$ cat src/design/coalescing_alarm_log_defines.svh
// assertion macros for the alarm log
`ifndef COALESCING_ALARM_LOG_DEFINES_SVH
`define COALESCING_ALARM_LOG_DEFINES_SVH

// property must hold at every edge outside reset
`define CAL_ASSERT(lbl, clk, rstn, prop, msg) \
  lbl: assert property (@(posedge clk) disable iff (!rstn) (prop)) else $error(msg);

// consequent must hold in the cycle after the antecedent
`define CAL_ASSERT_NEXT(lbl, clk, rstn, ante, cons, msg) \
  lbl: assert property (@(posedge clk) disable iff (!rstn) (ante) |=> (cons)) \
    else $error(msg);

`endif

$ cat src/design/cal_pkg.sv
package cal_pkg;

  localparam int LOG_DEPTH = 16;
  localparam int IDX_W     = $clog2(LOG_DEPTH);
  localparam int CNT_W     = $clog2(LOG_DEPTH + 1);

  typedef enum logic [1:0] {
    CMD_ADD   = 2'd0,
    CMD_READ  = 2'd1,
    CMD_CLEAR = 2'd2,
    CMD_NONE  = 2'd3
  } cmd_e;

  typedef enum logic [2:0] {
    OP_IDLE  = 3'd0,
    OP_LOAD  = 3'd1,
    OP_SCAN  = 3'd2,
    OP_WRITE = 3'd3,
    OP_SORT  = 3'd4,
    OP_TOP   = 3'd5,
    OP_OUT   = 3'd6
  } dp_op_e;

  typedef struct packed {
    logic [1:0]  command;
    logic [7:0]  event_source;
    logic [7:0]  event_kind;
    logic [7:0]  event_severity;
    logic [47:0] event_time;
    logic [47:0] event_duration;
    logic [3:0]  read_rank;
  } in_word_t;

  typedef struct packed {
    logic        hit;
    logic        merged;
    logic        move_down;
    logic [4:0]  fill_count;
    logic [31:0] entry_id;
    logic [7:0]  out_source;
    logic [7:0]  out_kind;
    logic [7:0]  out_severity;
    logic [47:0] out_time;
    logic [48:0] out_duration;
  } out_word_t;

  // controller to datapath
  typedef struct packed {
    dp_op_e           op;
    logic [CNT_W-1:0] idx;
  } ctl_t;

  // datapath to controller
  typedef struct packed {
    logic [CNT_W-1:0] count;
    logic             match;
  } sts_t;

endpackage

$ cat src/design/cal_evt_if.sv
interface cal_evt_if;
  logic               valid;
  logic               ready;
  cal_pkg::in_word_t  data;
  modport source (output valid, output data, input ready);
  modport sink (input valid, input data, output ready);
endinterface

$ cat src/design/cal_res_if.sv
interface cal_res_if;
  logic               valid;
  logic               ready;
  cal_pkg::out_word_t data;
  modport source (output valid, output data, input ready);
  modport sink (input valid, input data, output ready);
endinterface

$ cat src/design/coalescing_alarm_log.sv
// Ranked alarm log with coalescing of repeated active alarms.
// evt_i carries one command word (add, read at rank, clear); res_o returns
// exactly one result word per command, in order, valid/ready on both sides.
// cfg_we_i/cfg_data_i write sort_by_severity; a new mode applies at the
// next add, existing ranks are not rebuilt on the write.
// Sequence: read, clear and unused commands go from the accept straight to
// the result register. An add scans the entries for a match (up to the
// fill count, stopping at the first hit), writes, re-ranks every entry with
// the one-rank-per-cycle insertion sort, then evaluates the top entry.
// A new word is taken only once the previous one has been handed to the
// result register; while the receiver stalls the finished result waits
// there and the next word is still accepted and worked on, then holds
// until the register frees.
// Reset empties the log, zeroes the id counter and the remembered top
// entry, and selects age ranking; entry contents need no clearing.
`include "coalescing_alarm_log_defines.svh"

module coalescing_alarm_log (
  input  logic      clk_i,
  input  logic      rst_ni,
  input  logic      cfg_we_i,
  input  logic      cfg_data_i,
  cal_evt_if.sink   evt_i,
  cal_res_if.source res_o
);

  cal_pkg::ctl_t ctl;
  cal_pkg::sts_t sts;

  // sequencer
  cal_ctrl u_ctrl (
    .clk_i        (clk_i),
    .rst_ni       (rst_ni),
    .in_valid_i   (evt_i.valid),
    .in_command_i (evt_i.data.command),
    .out_ready_i  (res_o.ready),
    .sts_i        (sts),
    .in_ready_o   (evt_i.ready),
    .out_valid_o  (res_o.valid),
    .ctl_o        (ctl)
  );

  // log store, matcher and ranker
  cal_datapath u_dp (
    .clk_i      (clk_i),
    .rst_ni     (rst_ni),
    .cfg_we_i   (cfg_we_i),
    .cfg_data_i (cfg_data_i),
    .in_word_i  (evt_i.data),
    .ctl_i      (ctl),
    .sts_o      (sts),
    .out_word_o (res_o.data)
  );

  // checks
  `CAL_ASSERT(a_count_bound, clk_i, rst_ni, sts.count <= cal_pkg::CNT_W'(cal_pkg::LOG_DEPTH), "fill count beyond depth")
  `CAL_ASSERT_NEXT(a_busy_after_accept, clk_i, rst_ni, evt_i.valid && evt_i.ready, !evt_i.ready, "accepted while busy")
  `CAL_ASSERT(a_sort_in_range, clk_i, rst_ni, (ctl.op != cal_pkg::OP_SORT) || (ctl.idx < sts.count), "rank index past fill")

endmodule

$ cat src/design/cal_ctrl.sv
module cal_ctrl (
  input  logic          clk_i,
  input  logic          rst_ni,
  input  logic          in_valid_i,
  input  logic [1:0]    in_command_i,
  input  logic          out_ready_i,
  input  cal_pkg::sts_t sts_i,
  output logic          in_ready_o,
  output logic          out_valid_o,
  output cal_pkg::ctl_t ctl_o
);

  typedef enum logic [5:0] {
    S_IDLE  = 6'b000001,
    S_SCAN  = 6'b000010,
    S_WRITE = 6'b000100,
    S_SORT  = 6'b001000,
    S_TOP   = 6'b010000,
    S_DONE  = 6'b100000
  } state_e;

  state_e                    state_q, state_d;
  logic [cal_pkg::CNT_W-1:0] idx_q, idx_d;
  logic                      out_valid_q, out_valid_d;
  logic                      out_free;
  logic                      last;

  assign out_free    = !out_valid_q || out_ready_i;
  assign last        = (idx_q + cal_pkg::CNT_W'(1)) >= sts_i.count;
  assign in_ready_o  = (state_q == S_IDLE);
  assign out_valid_o = out_valid_q;
  assign ctl_o.idx   = idx_q;

  // next state and datapath command
  always_comb begin
    state_d     = state_q;
    idx_d       = idx_q;
    out_valid_d = out_valid_q && !out_ready_i;
    ctl_o.op    = cal_pkg::OP_IDLE;
    unique case (state_q)
      S_IDLE: begin
        if (in_valid_i) begin
          ctl_o.op = cal_pkg::OP_LOAD;
          idx_d    = '0;
          if (cal_pkg::cmd_e'(in_command_i) != cal_pkg::CMD_ADD) begin
            state_d = S_DONE;
          end else if (sts_i.count == '0) begin
            state_d = S_WRITE;
          end else begin
            state_d = S_SCAN;
          end
        end
      end
      S_SCAN: begin
        ctl_o.op = cal_pkg::OP_SCAN;
        idx_d    = idx_q + cal_pkg::CNT_W'(1);
        if (sts_i.match || last) begin
          state_d = S_WRITE;
        end
      end
      S_WRITE: begin
        ctl_o.op = cal_pkg::OP_WRITE;
        idx_d    = '0;
        state_d  = S_SORT;
      end
      S_SORT: begin
        ctl_o.op = cal_pkg::OP_SORT;
        idx_d    = idx_q + cal_pkg::CNT_W'(1);
        if (last) begin
          state_d = S_TOP;
        end
      end
      S_TOP: begin
        ctl_o.op = cal_pkg::OP_TOP;
        state_d  = S_DONE;
      end
      S_DONE: begin
        if (out_free) begin
          ctl_o.op    = cal_pkg::OP_OUT;
          out_valid_d = 1'b1;
          state_d     = S_IDLE;
        end
      end
      default: state_d = S_IDLE;
    endcase
  end

  always_ff @(posedge clk_i or negedge rst_ni) begin
    if (!rst_ni) begin
      state_q     <= S_IDLE;
      idx_q       <= '0;
      out_valid_q <= 1'b0;
    end else begin
      state_q     <= state_d;
      idx_q       <= idx_d;
      out_valid_q <= out_valid_d;
    end
  end

endmodule

$ cat src/design/cal_datapath.sv
module cal_datapath (
  input  logic               clk_i,
  input  logic               rst_ni,
  input  logic               cfg_we_i,
  input  logic               cfg_data_i,
  input  cal_pkg::in_word_t  in_word_i,
  input  cal_pkg::ctl_t      ctl_i,
  output cal_pkg::sts_t      sts_o,
  output cal_pkg::out_word_t out_word_o
);

  localparam int IW = cal_pkg::IDX_W;
  localparam int CW = cal_pkg::CNT_W;
  localparam int D  = cal_pkg::LOG_DEPTH;

  // entry store
  logic [7:0]  src_q [D];
  logic [7:0]  kind_q [D];
  logic [7:0]  sev_q [D];
  logic [47:0] start_q [D];
  logic [48:0] len_q [D];
  logic [31:0] ident_q [D];

  // ranking and its cached severities
  logic [IW-1:0] rank_q [D];
  logic [7:0]    rsev_q [D];

  logic [IW-1:0]   head_q;
  logic [CW-1:0]   count_q;
  logic [31:0]     last_id_q;
  logic [15:0]     prev_top_q;
  logic            sort_q;
  logic            move_q;
  logic            found_q;
  logic            later_q;
  logic [47:0]     gap_q;
  logic [IW-1:0]   sel_q;
  cal_pkg::in_word_t word_q;
  cal_pkg::out_word_t out_q;
  cal_pkg::out_word_t out_d;

  logic [CW:0]     age_sum;
  logic [IW-1:0]   age_slot;
  logic [IW-1:0]   rd_slot;
  logic [IW-1:0]   rank_ix;
  logic            rank_ok;
  logic [49:0]     end_time;
  logic            match;
  logic [D-1:0]    ge;
  logic [CW-1:0]   ins_pos;
  logic [IW-1:0]   new_head;
  logic [31:0]     next_id;
  logic            is_read;

  // slot of the entry at age idx
  always_comb begin
    age_sum = (CW + 1)'(head_q) + (CW + 1)'(ctl_i.idx);
    if (age_sum >= (CW + 1)'(D)) begin
      age_sum = age_sum - (CW + 1)'(D);
    end
    age_slot = age_sum[IW-1:0];
  end

  assign is_read = cal_pkg::cmd_e'(word_q.command) == cal_pkg::CMD_READ;
  assign rank_ix = IW'(word_q.read_rank);
  assign rank_ok = (CW'(word_q.read_rank) < count_q) &&
                   ((CW + 4)'(word_q.read_rank) < (CW + 4)'(D));

  // single read address into the entry store
  always_comb begin
    case (ctl_i.op)
      cal_pkg::OP_SCAN, cal_pkg::OP_SORT: rd_slot = age_slot;
      cal_pkg::OP_TOP:                    rd_slot = rank_q[0];
      default:                            rd_slot = is_read ? rank_q[rank_ix] : sel_q;
    endcase
  end

  // active-entry match
  assign end_time = 50'(start_q[rd_slot]) + 50'(len_q[rd_slot]);
  assign match    = (src_q[rd_slot] == word_q.event_source) &&
                    (kind_q[rd_slot] == word_q.event_kind) &&
                    (end_time > 50'(word_q.event_time));

  // stable insertion position among ranks already placed
  always_comb begin
    for (int j = 0; j < D; j++) begin
      ge[j] = (CW'(j) < ctl_i.idx) && (rsev_q[j] >= sev_q[rd_slot]);
    end
    ins_pos = sort_q ? CW'($countones(ge)) : ctl_i.idx;
  end

  assign new_head = (head_q == '0) ? IW'(D - 1) : head_q - IW'(1);
  assign next_id  = (last_id_q + 32'd1 == 32'd0) ? 32'd1 : last_id_q + 32'd1;

  assign sts_o.count  = count_q;
  assign sts_o.match  = match;
  assign out_word_o   = out_q;

  // result word for the current command
  always_comb begin
    out_d            = '0;
    out_d.fill_count = 5'(count_q);
    case (cal_pkg::cmd_e'(word_q.command))
      cal_pkg::CMD_ADD: begin
        out_d.hit          = 1'b1;
        out_d.merged       = found_q;
        out_d.move_down    = move_q;
        out_d.entry_id     = ident_q[rd_slot];
        out_d.out_source   = src_q[rd_slot];
        out_d.out_kind     = kind_q[rd_slot];
        out_d.out_severity = sev_q[rd_slot];
        out_d.out_time     = start_q[rd_slot];
        out_d.out_duration = len_q[rd_slot];
      end
      cal_pkg::CMD_READ: begin
        if (rank_ok) begin
          out_d.hit          = 1'b1;
          out_d.entry_id     = ident_q[rd_slot];
          out_d.out_source   = src_q[rd_slot];
          out_d.out_kind     = kind_q[rd_slot];
          out_d.out_severity = sev_q[rd_slot];
          out_d.out_time     = start_q[rd_slot];
          out_d.out_duration = len_q[rd_slot];
        end
      end
      cal_pkg::CMD_CLEAR: out_d.fill_count = '0;
      default: ;
    endcase
  end

  // control state
  always_ff @(posedge clk_i or negedge rst_ni) begin
    if (!rst_ni) begin
      head_q     <= '0;
      count_q    <= '0;
      last_id_q  <= '0;
      prev_top_q <= '0;
      sort_q     <= 1'b0;
      found_q    <= 1'b0;
    end else begin
      if (cfg_we_i) begin
        sort_q <= cfg_data_i;
      end
      case (ctl_i.op)
        cal_pkg::OP_LOAD: found_q <= 1'b0;
        cal_pkg::OP_SCAN: begin
          if (match) begin
            found_q <= 1'b1;
          end
        end
        cal_pkg::OP_WRITE: begin
          if (!found_q) begin
            head_q    <= new_head;
            last_id_q <= next_id;
            if (count_q < CW'(D)) begin
              count_q <= count_q + CW'(1);
            end
          end
        end
        cal_pkg::OP_TOP: begin
          if (sort_q) begin
            prev_top_q <= {src_q[rd_slot], kind_q[rd_slot]};
          end
        end
        cal_pkg::OP_OUT: begin
          if (cal_pkg::cmd_e'(word_q.command) == cal_pkg::CMD_CLEAR) begin
            head_q  <= '0;
            count_q <= '0;
          end
        end
        default: ;
      endcase
    end
  end

  // payload: entry store, ranking, work registers, result word
  always_ff @(posedge clk_i) begin
    case (ctl_i.op)
      cal_pkg::OP_LOAD: word_q <= in_word_i;
      cal_pkg::OP_SCAN: begin
        if (match) begin
          sel_q   <= rd_slot;
          later_q <= word_q.event_time > start_q[rd_slot];
          gap_q   <= word_q.event_time - start_q[rd_slot];
        end
      end
      cal_pkg::OP_WRITE: begin
        if (found_q) begin
          sev_q[sel_q] <= word_q.event_severity;
          if (later_q) begin
            len_q[sel_q] <= 49'(word_q.event_duration) + 49'(gap_q);
          end
        end else begin
          sel_q             <= new_head;
          src_q[new_head]   <= word_q.event_source;
          kind_q[new_head]  <= word_q.event_kind;
          sev_q[new_head]   <= word_q.event_severity;
          start_q[new_head] <= word_q.event_time;
          len_q[new_head]   <= 49'(word_q.event_duration);
          ident_q[new_head] <= next_id;
        end
      end
      cal_pkg::OP_SORT: begin
        for (int j = 0; j < D; j++) begin
          if (CW'(j) == ins_pos) begin
            rank_q[j] <= rd_slot;
            rsev_q[j] <= sev_q[rd_slot];
          end else if (j > 0 && CW'(j) > ins_pos && CW'(j) <= ctl_i.idx) begin
            rank_q[j] <= rank_q[j-1];
            rsev_q[j] <= rsev_q[j-1];
          end
        end
      end
      cal_pkg::OP_TOP: begin
        move_q <= !sort_q || ({src_q[rd_slot], kind_q[rd_slot]} != prev_top_q);
      end
      cal_pkg::OP_OUT: out_q <= out_d;
      default: ;
    endcase
  end

endmodule
$ cat src/flat_wrapper.sv
// flat-port wrapper written by rule: the top's interface ports become plain ports
module coalescing_alarm_log_flat 
  (clk_i, rst_ni, cfg_we_i, cfg_data_i, evt_i_valid, evt_i_data, evt_i_ready, res_o_valid, res_o_data, res_o_ready);
  cal_evt_if evt_i_i ();
  cal_res_if res_o_i ();
  input  logic clk_i;
  input  logic rst_ni;
  input  logic cfg_we_i;
  input  logic cfg_data_i;
  input wire logic [$bits(evt_i_i.valid)-1:0] evt_i_valid;
  input wire logic [$bits(evt_i_i.data)-1:0] evt_i_data;
  output wire logic [$bits(evt_i_i.ready)-1:0] evt_i_ready;
  output wire logic [$bits(res_o_i.valid)-1:0] res_o_valid;
  output wire logic [$bits(res_o_i.data)-1:0] res_o_data;
  input wire logic [$bits(res_o_i.ready)-1:0] res_o_ready;
  assign evt_i_i.valid = evt_i_valid;
  assign evt_i_i.data = evt_i_data;
  assign evt_i_ready = evt_i_i.ready;
  assign res_o_valid = res_o_i.valid;
  assign res_o_data = res_o_i.data;
  assign res_o_i.ready = res_o_ready;
  coalescing_alarm_log u_core (.clk_i(clk_i), .rst_ni(rst_ni), .cfg_we_i(cfg_we_i), .cfg_data_i(cfg_data_i), .evt_i(evt_i_i), .res_o(res_o_i));
endmodule
$ cat config.mk
export PLATFORM = sky130hd
export DESIGN_NAME = coalescing_alarm_log_flat
export DESIGN_NICKNAME = d
export VERILOG_FILES = /design/src/design/cal_pkg.sv /design/src/design/cal_evt_if.sv /design/src/design/cal_res_if.sv /design/src/design/coalescing_alarm_log.sv /design/src/design/cal_ctrl.sv /design/src/design/cal_datapath.sv /design/src/flat_wrapper.sv
export VERILOG_INCLUDE_DIRS = /design/src /design/src/design
export SDC_FILE = /design/constraint.sdc
export NUM_CORES = 2
export LEC_CHECK = 0
export BUFFER_PORTS_ARGS = -buffer_cell sky130_fd_sc_hd__buf_2
export CAP_MARGIN = 20
export CORE_UTILIZATION = 30
export DETAILED_ROUTE_END_ITERATION = 8
export PLACE_DENSITY = 0.44
export REMOVE_ABC_BUFFERS = 1
export SYNTH_ARGS = -nofsm -noshare
export SYNTH_HDL_FRONTEND = slang
export SYNTH_SLANG_ARGS = --single-unit
$ cat constraint.sdc
create_clock -name clk_i -period 10.7 [get_ports clk_i]
set_input_delay 1.07 -clock clk_i [delete_from_list [all_inputs] [get_ports clk_i]]
set_output_delay 1.07 -clock clk_i [all_outputs]
set_load 0.02 [all_outputs]
# After elaboration in Yosys (flattened, before gate mapping)

Memories as Yosys holds them, arrays and structs flattened. A register that Yosys moved wholly into a read port is not among the register bits.
Index checks and enable logic that the tools add are counted.

Add/sub/neg operators: 24
$lt $le $gt $ge: 68
Equality and inequality tests: 40
Mux-type cells: 190
Bitwise gates (word level): 31
Reductions and logical operators: 63

Operator list:

| operator                | count |
|---|---|
| $pmux W153 S2           | 1 |
| $mux W153               | 1 |
| $ge A8 B8 Y1            | 16 |
| $mux W8                 | 16 |
| $mux W1                 | 125 |
| $mux W4                 | 24 |
| $add A48 B49 Y50        | 1 |
| $gt A50 B48 Y1          | 1 |
| $add A48 B48 Y49        | 1 |
| $mux W49                | 1 |
| $reduce_or A49 Y1       | 1 |
| $gt A48 B48 Y1          | 1 |
| $sub A48 B48 Y48        | 1 |
| $eq A4 B5 Y1 const A    | 8 |
| $gt A4 B5 Y1 const A    | 8 |
| $le A4 B5 Y1 const A    | 8 |
| $lt A4 B5 Y1 const A    | 8 |
| $pmux W6 S6             | 1 |
| $logic_and A1 B1 Y1     | 34 |
| $add A32 B1 Y32 const B | 1 |
| $logic_not A32 Y1       | 1 |
| $mux W32                | 1 |
| $mux W6                 | 5 |
| $or A1 B1 Y1            | 30 |
| 57 further kinds        | 121 |

Bits in registers: 412
RAM bits: 2,640
Bits of input ports: 132
Memories kept: 8

Memory list:

| memory              | depth | width | rd ports | clocked after Yosys merged registers in | wr ports | line               | RTL |
|---|---|---|---|---|---|---|---|
| u_core.u_dp.len_q   | 16    | 49    | 1        | 0                                       | 1        | cal_datapath.sv:21 | `logic [48:0] len_q [D];` |
| u_core.u_dp.start_q | 16    | 48    | 1        | 0                                       | 1        | cal_datapath.sv:20 | `logic [47:0] start_q [D];` |
| u_core.u_dp.ident_q | 16    | 32    | 1        | 0                                       | 1        | cal_datapath.sv:22 | `logic [31:0] ident_q [D];` |
| u_core.u_dp.kind_q  | 16    | 8     | 1        | 0                                       | 1        | cal_datapath.sv:18 | `logic [7:0] kind_q [D];` |
| u_core.u_dp.rsev_q  | 16    | 8     | 16       | 0                                       | 16       | cal_datapath.sv:26 | `logic [7:0] rsev_q [D];` |
| u_core.u_dp.sev_q   | 16    | 8     | 1        | 0                                       | 1        | cal_datapath.sv:19 | `logic [7:0] sev_q [D];` |
| +2 memories         | --    | --    | --       | --                                      | --       | --                 |  |

# Depth between registers and ports, before layout

An unclocked memory read counts as a cell.

Depth in word-level cells: 22
Depth in mapped cells: 47

# Cells and area by module

Synthesis repeated with hierarchy kept, for this count alone.

Cell total of the unflattened synthesis: 7,836
Area total of the unflattened synthesis: 130,503.9 µm²

Modules (own cells, without submodules):

| module       | instances | cells an instance | area an instance (µm²) |
|---|---|---|---|
| cal_datapath | 1         | 7,725             | 129,535.5 |
| cal_ctrl     | 1         | 111               | 968.4 |

# Worst setup path before layout

No wires, ideal clock.

Kind: register to register
Start point: register u_core.u_ctrl.state_q[1]
End point: memory u_core.u_dp.ident_q[11][0], enable pin
Library setup time: 0.786 ns
Data arrival time: 10.818 ns
Required time: 9.914 ns
Slack: -0.905 ns
Cell stages (with the launch flop): 8
Path buffers: 3
Cells stage by stage: dfrtp_1 > clkbuf_1 > or3_1 > nor4b_1 > nand2b_1 > clkbuf_1 > clkbuf_1 > nor4_1

Longest elaborated chain between the ends: 5
Elaborated cells on any way between the ends: 10
Classes of those cells: eq/ne: 7; mux: 3

Ends and longest elaborated chain:

| what                                 | line                | RTL |
|---|---|---|
| from (decl)                          | cal_ctrl.sv:22      | `state_e state_q, state_d;` |
| from (signal assigned)               | cal_ctrl.sv:94      | `state_q <= state_d;` |
| $eq A6 B6 Y1 (tied with other cells) | cal_ctrl.sv:40      | `unique case (state_q)` |
| $pmux W3 S6 (*)                      | cal_ctrl.sv:40      |  |
| $eq A3 B2 Y1 (*)                     | cal_datapath.sv:178 | `case (ctl_i.op)` |
| $mux W1 (*)                          | cal_datapath.sv:178 |  |
| $mux W1 (not written as such) (*)    | cal_datapath.sv:200 | `ident_q[new_head] <= next_id;` |
| to (decl)                            | cal_datapath.sv:22  |  |

Every way passes the cells marked *; elsewhere a longest branch is shown, timed or not.

==> impl_metrics.tcl <==
set metrics [dict create \
    critPathLaunchType "register" \
    netSwitchingFraction 0.377 \
    rsz0062_at_grt "false" \
    final_layout_size_suffix_gt1_frac 0.128 \
    netlist_area_um2 134000 \
    place_hpwl_um 266000 \
    yosysTopAreaCellShare 0.669 \
    design.core.area_um2 443000 \
    fin_tns_setup_ps 0 \
    via_per_inst 5.12 \
    slew_viol_final 0 \
    drt_wl_total_um 443000 \
    crit_arrival_ps 10920 \
    worst_pin_slew_ps 1180 \
    hold_path.class "primary input to asynchronous set/reset pin" \
    fp.dieH_um 670 \
    clock_skew_ps 82.3 \
    grt_overflow 0 \
    synth.top_cells.by_area "edfxtp_1, nand2_1, nand3_1, ha_1, a311oi_1" \
    outcome "finished, final reports clean" \
    hold_viol 0 \
    dieArea_um2 448000 \
    place_worst_setup_slack_ps 102 \
    io_buffers 294 \
    path_clk_slew_ps 60 \
    cts_buffers 357 \
    grt_usage 0.191 \
    worstSetupPathType "register to register" \
    start_util 0.302 \
    drt_first_pass_iters 6 \
    fin_crit_ps 10290 \
    setup_viol 0 \
    synth_edf_count 2981 \
    synth_seq_cells 3056 \
    num-fill-cells 43319 \
    p_total_mw 43.8 \
    worst_path_max_delay_cell "mux4_2" \
    wl_per_cell_um 25.6 \
    clkPwrFrac 0.280 \
    crit_path_max_fanout 49 \
    drc 0 \
    powerDensity_nw_per_um2 281 \
    ys_seq_area_frac 0.683 \
    synthTopCellsByCount "edfxtp_1, nand2_1, nand3_1, clkbuf_1, nor2_1" \
    cts.hold.buffers_added 0 \
    fmax_ghz 0.0972 \
    seq_area_um2 91400 \
    drv_cap 0 \
    stdcell_count 17292 \
    p_switching_mw 16.5 \
    ant_nets 0 \
    slew_headroom 0.211 \
    end_kind "register" \
    cts_tree "yes" \
    p_seq_frac 0.339 \
    insertion_delay_ps 990 \
    ioPinCount 295 \
    finalCritPeriodShare 0.962 \
    cts.sink_count 3056 \
    wl_met1_um 196000 \
    yosysUniqueCellTypes 86 \
    cts-htree-levels 5 \
    grt_max_degree 127 \
    async_flop_share 0.0232 \
    rrSetupSlack_ps 410 \
    met3_length_um 25400 \
    slowest_delay_ps 560 \
    met2_length_um 210000 \
    p_leak_nw 56.1 \
    finish.net_count 11583 \
    highest_layer "met5" \
    vdd_drop_max_v 0.000183 \
    drt_iter0_markers 8496 \
    fin_ws_ps 411 \
    die_w_um 670 \
    combPwrFrac 0.381 \
    grt_pass1_wl_um 631000 \
    synth_most_common_cell "edfxtp_1" \
    ff2ff_path_depth 37 \
    synthCells 10648 \
    synth-main-ff-cell "edfxtp_1" \
    antenna_found_initial 39 \
    via_count 88562 \
    internal_power_mw 27.3 \
    finalWeightedCongestion 0.859 \
    area_growth_pct 16.6 \
    synth_warnings 0 \
    clk_path_buf_depth 4 \
    dpl.cell_count 16597 \
    post-synth-top-area-cell "edfxtp_1" \
    timing.rr.end "u_core.u_dp.gap_q[42]" \
    syn_avg_cell_area_um2 12.6 \
    required_ps 11330 \
    multi_input_area_um2 39500 \
    root_buffer "clkbuf_16" \
    row_count 244 \
    grt_pass1_vias 86117 \
]
## sequential cells by signal (all words and copies together) (netlist names), 6 cells and up, named ones only
| signal | flops |
|---|---|
| u_core.u_dp.src_q | 128 |
| u_core.u_dp.prev_top_q | 16 |
| u_core.u_dp.rsev_q | 128 |
| u_core.u_dp.sev_q | 128 |
| u_core.u_dp.len_q | 784 |
| u_core.u_dp.gap_q | 48 |
| u_core.u_dp.ident_q | 512 |
| u_core.u_dp.rank_q | 64 |
| u_core.u_dp.start_q | 768 |
| u_core.u_dp.last_id_q | 32 |
| u_core.u_dp.out_word_o | 161 |
| u_core.u_dp.word_q | 122 |
| u_core.u_ctrl.state_q | 6 |
| u_core.u_dp.kind_q | 128 |
## power groups by stage
stage               clock network (mW)  registers, mW  logic (mW)
floorplan                            0           15.1        11.6
global placement                     0           15.1        16.3
detailed placement                   0           15.1        16.4
CTS                               12.6           14.9        16.5
global route                      13.0           14.9        18.3
finish                            12.3           14.9        16.7
## kinds of logic after synthesis
logic type               synth area share
AO/OA/AOI/OAI                      0.0745
multiplexers                       0.0207
adder cells (fa/ha/maj)            0.0346
AND/OR/NAND/NOR                     0.149
XOR/XNOR                           0.0142
buffers and inverters              0.0239
flip-flops                          0.683
## layout make-up
cell class	instances	share of cell area
flip-flops and latches	3056	0.586
multi-input cells	6766	0.254
clock buffers	434	0.0595
well taps	5904	0.0474
repair buffers	704	0.0326
clock inverters	211	0.0152
inverters	205	0.00523
diodes	12	0.000193
## how the worst max path moves through the flow
stage / from / endpoint / slack [ps] / cells past startpoint
4_1_cts: register / u_core.u_dp.rsev_q[1][31] / 70 / 37
5_1_grt: register / u_core.u_dp.rsev_q[0][21] / 10 / 39
6_report: register / u_core.u_dp.gap_q[42] / 410 / 37
3_3_place_gp: register / u_core.u_dp.rsev_q[1][25] / 60 / 36
2_1_floorplan: register / u_core.u_dp.rank_q[1][2] / -94870 / 35
3_5_place_dp: register / u_core.u_dp.rsev_q[1][25] / 100 / 37
## metrics by stage
stage                     hold WS (ps)   util  cell area, um2
final                             93.4  0.352          156000
after global routing              75.2  0.352          156000
after CTS                         25.6  0.351          155000
after detailed placement           481  0.325          144000
after global placement             477  0.324          144000
after floorplan                    461      -          131000
## per-layer routing
metal  global-route usage  vias to the layer above
met3               0.0270                      552
met4               0.0497                        4
li1                     -                    40276
met1                0.263                    44882
met5                    0                        -
met2                0.315                     2848
## worst max-delay path, delay by kind of cell, from the launching register on
family / cells / cell delay, ps
muxes: 2 / 1080
xor gates and xnor gates: 1 / 170
AOI/OAI and AO/OA: 14 / 3290
and+or+nand+nor: 11 / 3030
DFF: 1 / 340
adders and majority gates: 2 / 540
buffers and inverters: 7 / 1370
## cell usage in the layout, fill, tap and decap left out, drive strengths merged, types with 14 or more instances in the layout
cell	netlist	routed
edfxtp	2981	2981
nor4	26	26
clkbuf	467	436
a31oi	130	130
nor2	355	355
a311oi	349	349
o21bai	20	20
a21oi	307	307
bufinv	0	40
fa	14	14
nand3	925	925
or3	18	18
ha	347	347
inv	205	215
mux4	24	24
nor3	96	96
and3	281	281
clkinv	0	146
nand4	42	42
dfrtp	70	70
nand2	2502	2502
mux2	121	121
mux2i	86	86
clkinvlp	0	15
xnor2	129	129
nor2b	61	61
buf	154	702
a211oi	29	29
nand2b	77	77
o22ai	16	16
or2	17	17
and2	77	77
o21ai	230	230
o31ai	14	14
o21a	30	30
a21o	170	170
xor2	88	88
## timing repair
item | 4_1_cts | 5_1_grt
gates resized for setup | 0 | 50
setup endpoints to repair | 0 | 390
buffers inserted | 0 | 15
Note: power is estimated with default switching activity, not from simulation.
